File: config.mk
export PLATFORM = sky130hd
export DESIGN_NAME = bspl_ctrl_flat
export DESIGN_NICKNAME = d
export VERILOG_FILES = /design/src/sv/bspl_pkg.sv /design/src/sv/bspl_req_if.sv /design/src/sv/bspl_ctrl.sv /design/src/flat_wrapper.sv
export SDC_FILE = /design/constraint.sdc
export NUM_CORES = 1
export LEC_CHECK = 0
export BUFFER_PORTS_ARGS = -buffer_cell sky130_fd_sc_hd__clkbuf_2
export CAP_MARGIN = 30
export CORE_AREA = 10 10 90 92
export DETAILED_ROUTE_END_ITERATION = 8
export DIE_AREA = 0 0 100 102
export SLEW_MARGIN = 25
export SYNTH_ARGS = -nofsm -noshare
export SYNTH_HDL_FRONTEND = slang
export SYNTH_SLANG_ARGS = --single-unit
File: constraint.sdc
create_clock -name clock -period 2.5 [get_ports clock]
set_input_delay 0.625 -clock clock [delete_from_list [all_inputs] [get_ports clock]]
set_output_delay 0.625 -clock clock [all_outputs]
set_load 0.1 [all_outputs]
File: src/sv/bspl_pkg.sv
`default_nettype none
package bspl_pkg;

   localparam int MAX_NODES = 4096;
   localparam int NODE_AW = $clog2(MAX_NODES);
   localparam int VISIT_W = $clog2(MAX_NODES + 1);
   localparam int COUNT_W = 13;
   localparam int LINK_W = 16;
   localparam int SUB_W = 15;
   localparam int FRAC_BITS = 16;
   localparam int LEAF_BIT = 15;

   localparam logic CMD_WRITE = 1'b0;
   localparam logic CMD_QUERY = 1'b1;

   typedef struct packed {
      logic signed [31:0] ox;
      logic signed [31:0] oy;
      logic signed [31:0] dx;
      logic signed [31:0] dy;
      logic [LINK_W-1:0] child_back;
      logic [LINK_W-1:0] child_front;
   } bspl_node_type;

   typedef struct packed {
      logic write_node;
      logic load_query;
      logic read_node;
      logic sub_step;
      logic mul_step;
      logic emit;
      logic emit_error;
   } bspl_cmd_type;

   typedef struct packed {
      logic leaf;
      logic bound_fail;
      logic out_busy;
   } bspl_stat_type;

endpackage
`default_nettype wire

File: src/sv/bspl_req_if.sv
`default_nettype none
interface bspl_req_if;
   logic valid;
   logic ready;
   logic command;
   logic [11:0] node_index;
   logic signed [31:0] line_x;
   logic signed [31:0] line_y;
   logic signed [31:0] line_dx;
   logic signed [31:0] line_dy;
   logic [15:0] child_front;
   logic [15:0] child_back;
   logic signed [31:0] point_x;
   logic signed [31:0] point_y;

   modport source (
      output valid, command, node_index, line_x, line_y, line_dx, line_dy,
             child_front, child_back, point_x, point_y,
      input ready
   );
   modport sink (
      input valid, command, node_index, line_x, line_y, line_dx, line_dy,
            child_front, child_back, point_x, point_y,
      output ready
   );
endinterface
`default_nettype wire

File: src/sv/bspl_ctrl.sv
`default_nettype none
module bspl_ctrl (
   input wire logic clock,
   input wire logic reset,
   bspl_req_if.sink req,
   input wire bspl_pkg::bspl_stat_type stat,
   output bspl_pkg::bspl_cmd_type cmd
);

   localparam logic [1:0] S_IDLE = 2'd0;
   localparam logic [1:0] S_CHECK = 2'd1;
   localparam logic [1:0] S_SUB = 2'd2;
   localparam logic [1:0] S_MUL = 2'd3;

   logic [1:0] state_ff;
   logic [1:0] state_in;
   logic [bspl_pkg::VISIT_W-1:0] visits_ff;
   logic [bspl_pkg::VISIT_W-1:0] visits_in;
   logic walk_fail;

   assign req.ready = (state_ff == S_IDLE);
   assign walk_fail = stat.bound_fail
                    || (visits_ff >= bspl_pkg::VISIT_W'(bspl_pkg::MAX_NODES));

   always_comb begin
      state_in = state_ff;
      visits_in = visits_ff;
      cmd = '0;
      unique case (state_ff)
         S_IDLE: begin
            if (req.valid) begin
               if (req.command == bspl_pkg::CMD_WRITE) begin
                  cmd.write_node = 1'b1;
               end else begin
                  cmd.load_query = 1'b1;
                  visits_in = '0;
                  state_in = S_CHECK;
               end
            end
         end
         S_CHECK: begin
            if (stat.leaf || walk_fail) begin
               // hold until the output register can take the result
               if (!stat.out_busy) begin
                  cmd.emit = 1'b1;
                  cmd.emit_error = !stat.leaf;
                  state_in = S_IDLE;
               end
            end else begin
               cmd.read_node = 1'b1;
               visits_in = visits_ff + 1'b1;
               state_in = S_SUB;
            end
         end
         S_SUB: begin
            cmd.sub_step = 1'b1;
            state_in = S_MUL;
         end
         S_MUL: begin
            cmd.mul_step = 1'b1;
            state_in = S_CHECK;
         end
         default: begin
            state_in = S_IDLE;
         end
      endcase
   end

   always_ff @(posedge clock) begin
      if (reset) begin
         state_ff <= S_IDLE;
         visits_ff <= '0;
      end else begin
         state_ff <= state_in;
         visits_ff <= visits_in;
      end
   end

   a_visit_bound: assert property (@(posedge clock) disable iff (reset)
      visits_ff <= bspl_pkg::VISIT_W'(bspl_pkg::MAX_NODES))
      else $error("visit counter passed the node bound");

   a_read_checked: assert property (@(posedge clock) disable iff (reset)
      cmd.read_node |-> !stat.leaf && !stat.bound_fail)
      else $error("node read issued on a leaf or out-of-range link");

   a_walk_cycle: assert property (@(posedge clock) disable iff (reset)
      cmd.read_node |=> cmd.sub_step ##1 cmd.mul_step)
      else $error("node step sequence broken");

endmodule
`default_nettype wire

File: src/flat_wrapper.sv
// flat-port wrapper written by rule: the top's interface ports become plain ports
module bspl_ctrl_flat 
  (clock, reset, stat, cmd, req_valid, req_command, req_node_index, req_line_x, req_line_y, req_line_dx, req_line_dy, req_child_front, req_child_back, req_point_x, req_point_y, req_ready);
  bspl_req_if req_i ();
  input wire logic clock;
  input wire logic reset;
  input wire bspl_pkg::bspl_stat_type stat;
  output bspl_pkg::bspl_cmd_type cmd;
  input wire logic [$bits(req_i.valid)-1:0] req_valid;
  input wire logic [$bits(req_i.command)-1:0] req_command;
  input wire logic [$bits(req_i.node_index)-1:0] req_node_index;
  input wire logic [$bits(req_i.line_x)-1:0] req_line_x;
  input wire logic [$bits(req_i.line_y)-1:0] req_line_y;
  input wire logic [$bits(req_i.line_dx)-1:0] req_line_dx;
  input wire logic [$bits(req_i.line_dy)-1:0] req_line_dy;
  input wire logic [$bits(req_i.child_front)-1:0] req_child_front;
  input wire logic [$bits(req_i.child_back)-1:0] req_child_back;
  input wire logic [$bits(req_i.point_x)-1:0] req_point_x;
  input wire logic [$bits(req_i.point_y)-1:0] req_point_y;
  output wire logic [$bits(req_i.ready)-1:0] req_ready;
  assign req_i.valid = req_valid;
  assign req_i.command = req_command;
  assign req_i.node_index = req_node_index;
  assign req_i.line_x = req_line_x;
  assign req_i.line_y = req_line_y;
  assign req_i.line_dx = req_line_dx;
  assign req_i.line_dy = req_line_dy;
  assign req_i.child_front = req_child_front;
  assign req_i.child_back = req_child_back;
  assign req_i.point_x = req_point_x;
  assign req_i.point_y = req_point_y;
  assign req_ready = req_i.ready;
  bspl_ctrl u_core (.clock(clock), .reset(reset), .req(req_i), .stat(stat), .cmd(cmd));
endmodule
Yosys cells after proc, flatten, opt, wreduce, memory -nomap -nowiden

Cells that the tools add are included.

Output and inout port bits: 8
Register bits: 15
Bits in read-only memories: 0
Bits in latches: 0
Input port bits: 243
Memories kept: 0
Logic and storage cells: 38
RAM bits: 0

Bitwise logic cells: 0
$lt $le $gt $ge: 1
$add $sub $neg: 1
Div/mod/pow operators: 0
Muxes and demuxes: 20
Reductions and logical operators: 7
Eq/ne operators: 7
Multipliers: 0
Shift operators: 0

Operator list:

| operator                | count |
|---|---|
| $mux W13                | 3 |
| $pmux W13 S2            | 1 |
| $mux W2                 | 9 |
| $add A13 B1 Y13 const B | 1 |
| $ge A13 B13 Y1 const B  | 1 |
| $pmux W2 S4             | 1 |
| $mux W1                 | 6 |
| $ne A2 B2 Y1 const B    | 3 |
| $eq A2 B2 Y1 const B    | 2 |
| $reduce_and A4 Y1       | 1 |
| $ne A3 B3 Y1 const B    | 1 |
| $reduce_and A3 Y1       | 1 |
| $eq A2 B1 Y1 const B    | 1 |
| $logic_not A2 Y1        | 1 |
| $logic_or A1 B1 Y1      | 2 |
| $reduce_bool A2 Y1      | 1 |
| $logic_not A1 Y1        | 1 |

Depth between registers and ports, before layout

Depth after elaboration: 5
Depth in mapped cells: 7
Depth with buffers taken out: 7

Least setup slack after synthesis

No wires, ideal clock.

Kind: flip-flop to output port
Start point: register u_core.state_ff[1]
End point: output port cmd[4] in the netlist's numbering
Data required time: 1.875 ns
Path slack: -2.048 ns
Arrival time: 3.923 ns
Path buffers: 0
Cell stages (with the launch flop): 4
Path through: dfxtp_1 > inv_1 > ha_1 > nor4b_1

RTL lines:

| element                | RTL line          | source |
|---|---|---|
| start, declared        | bspl_ctrl.sv:15   | `logic [1:0] state_ff;` |
| start signal, assigned | bspl_ctrl.sv:74   | `state_ff <= state_in;` |
| end, declared          | flat_wrapper.sv:8 | `output bspl_pkg::bspl_cmd_type cmd;` |

==> impl_metrics.py <==
metrics = {
    "clock_network": {
        "cts.reportedPaths.clkPinSlew_ps": 60,
        "insertion_delay_ps": 240,
        "cts_tree": "yes",
        "numCtsBuffers": 3,
        "clock-sinks": 15,
        "cts_hold_buf": 0,
        "htreeDepth": 1,
        "clock_path_buffers": 2,
        "post-cts-setup-buffers": 0,
        "cts_root_buf": "clkbuf_8",
        "cts_resized": 0,
    },
    "place": {
        "dp_cells": 187,
        "io_buffers": 14,
        "hpwl_mm": 1.46,
        "gp_congestion": 0.711,
    },
    "power": {
        "leakagePower_nw": 0.371,
        "power_density_mw_per_mm2": 532,
        "peakVddDrop_uv": 306,
    },
    "layout": {
        "synthToLayoutAreaGrowth_pct": 36.9,
        "multi_input_area_um2": 529,
        "layout.nets": 364,
        "drive_above_1_share_pct": 22.8,
        "seqCellArea_um2": 300,
        "layout.cells.non_filler": 191,
        "fill_cells": 698,
        "antennaDiodeCount": 0,
    },
    "timing": {
        "fin_worst_skew_ps": 3.77,
        "setup_viol": 0,
        "slew_viol_final": 0,
        "fin_crit_ps": 2310,
        "final_hold_viol_count": 0,
        "grt_setup_unrepaired": "no",
        "fin_tns_setup_ps": 0,
        "fmax_mhz": 432,
        "tightest_slew_ps": 548,
        "period_share_pct": 92.6,
        "maxSlewHeadroom_pct": 63.6,
    },
    "logic_synthesis": {
        "ys_types": 29,
        "syn_avg_cell_area_um2": 8.67,
        "synth_area_um2": 823,
        "ys_ff_latch": 15,
        "yosysSeqAreaShare_pct": 36.5,
        "netlist_instances": 95,
        "ys.flop_type": "dfxtp_1",
        "ys_warn_count": 0,
        "ys_async_sr_fraction_pct": 0,
        "synth_nets": 344,
        "synth_edf_count": 0,
    },
    "drt": {
        "dr.pass1.iters": 4,
        "remaining_drc_errors": 0,
        "num_vias": 748,
        "vias_per_cell": 3.92,
        "drt-total-wl_mm": 1.82,
        "drtAntennaViolNets": 0,
        "wl_per_cell_um": 9.53,
        "first_iter_violations": 42,
    },
    "setup_path": {
        "cp-end-kind": "output pin",
        "start_kind": "flop",
        "critPathKind": "flop to output pin",
        "cp.arrival_ps": 1690,
        "critPathMaxFanout": 6,
        "critPathRequiredTime_ps": 1880,
    },
    "die": {
        "die_h_um": 102,
        "start_util_pct": 13.1,
        "rows": 29,
        "fp.dieW_um": 100,
        "io_pins": 251,
        "die-area_mm2": 0.0102,
        "core-area_mm2": 0.00628,
    },
    "run_status": {
        "outcome": "finished clean",
    },
    "hold_path": {
        "hold_path.class": "flop to flop",
    },
    "global_routing": {
        "grt_antenna_before_repair": 0,
        "grt_usage_pct": 3.93,
        "grt_pass1_wl_mm": 3.33,
        "grt_pass1_vias": 754,
        "grt_max_degree": 12,
        "gr-total-overflow": 0,
    },
    "flow_run": {
        "max_cap_violations": 0,
    },
}
==> synth_stat cells (2+ instances only) <==
| cell | count | share of area (%) |
|---|---|---|
| nor2b_1 | 2 | 1.5 |
| a21oi_1 | 8 | 4.9 |
| or3_1 | 6 | 4.6 |
| nand2b_1 | 2 | 1.5 |
| o21ai_0 | 6 | 3.6 |
| dfxtp_1 | 15 | 36 |
| nand3_1 | 4 | 2.4 |
| nor2_1 | 10 | 4.6 |
| nand2_1 | 4 | 1.8 |
| a211oi_1 | 2 | 1.8 |
| and4_1 | 2 | 2.1 |
| inv_1 | 6 | 2.7 |
| o2111ai_1 | 2 | 2.1 |
| o211ai_1 | 3 | 2.7 |
| xor2_1 | 4 | 4.3 |
| ha_1 | 6 | 9.1 |
==> stage by stage <==
stage | power (mW) | utilization [%] | setup slack [ps] | hold slack (ps) | cell area [µm²]
after floorplan | 0.370 | - | -114 | 454 | 860
after global placement | 0.413 | 17.2 | 391 | 469 | 1080
after detailed placement | 0.415 | 17.2 | 380 | 481 | 1080
after CTS | 0.612 | 18.0 | 144 | 490 | 1130
after global routing | 0.634 | 18.0 | 66.2 | 519 | 1130
final | 0.600 | 18.0 | 185 | 487 | 1130
==> power breakdown <==
| group | leakage [nW] | switching (mW) | internal (mW) |
|---|---|---|---|
| Clock | 0.0228 | 0.0799 | 0.113 |
| Sequential | 0.121 | 0.00446 | 0.243 |
| Combinational | 0.228 | 0.114 | 0.0467 |
| Total | 0.371 | 0.198 | 0.402 |
==> worst max-delay path, cell delays in order, from the launching register on <==
cell	delay (ps)
dfxtp_1	340
inv_1	110
ha_1	310
o31ai_4	120
buf_4	170
nor3_2	190
buf_12	210
==> layout by cell type (no fill, tap or decap), types with 2 or more instances in the layout <==
cell and count:
nand3_1 4, o211ai_1 3, buf_12 3, or3_1 6, a21oi_1 8, clkbuf_8 3
nor2b_1 2, and4_1 2, inv_1 5, nand2b_1 2, nand2_1 4, nor2_1 8
xor2_1 4, a211oi_1 2, ha_1 5, dfxtp_1 15, o2111ai_1 2, o21ai_0 6
buf_4 2, clkbuf_2 11
==> registers in the layout, summed over array words and instances, names as in the netlist <==
name,cells
u_core.state_ff,2
u_core.visits_ff,13
==> layout make-up <==
cell class | count | area share (%)
Sequential cell | 15 | 26.6
Clock buffer | 4 | 4.00
Multi-Input combinational cell | 73 | 46.9
Inverter | 6 | 2.33
Timing Repair Buffer | 16 | 11.5
Tap cell | 77 | 8.55
==> worst paths after layout <==
kind	start	end	slack (ps)	cells after the start
max	u_core.state_ff[1]$_SDFFE_PP0P_	cmd[0]	190	6
min	u_core.visits_ff[7]$_SDFFE_PP0P_	u_core.visits_ff[7]$_SDFFE_PP0P_	490	2
max reg2reg	u_core.state_ff[0]$_SDFFE_PP0P_	u_core.visits_ff[5]$_SDFFE_PP0P_	540	6
min reg2reg	u_core.visits_ff[7]$_SDFFE_PP0P_	u_core.visits_ff[7]$_SDFFE_PP0P_	490	2
==> metal layers <==
metal,vias up,share of wire (%),track usage (%)
met4,0,0.93,2.28
met2,15,43,5.33
met3,2,4.9,1.48
met5,-,0,0
met1,342,51,5.15
li1,389,-,-
==> cell families (layout without fill, tap and decap cells) <==
family	Yosys count	after routing	synth area share, %
compound gates	27	27	22.9
xor+xnor	5	5	5.32
fa+ha+maj	6	6	9.12
buf+inv	7	26	3.19
flops	15	15	36.5
mux	1	1	1.22
simple gates	34	34	21.7
Power figures use the tool's default switching activity.
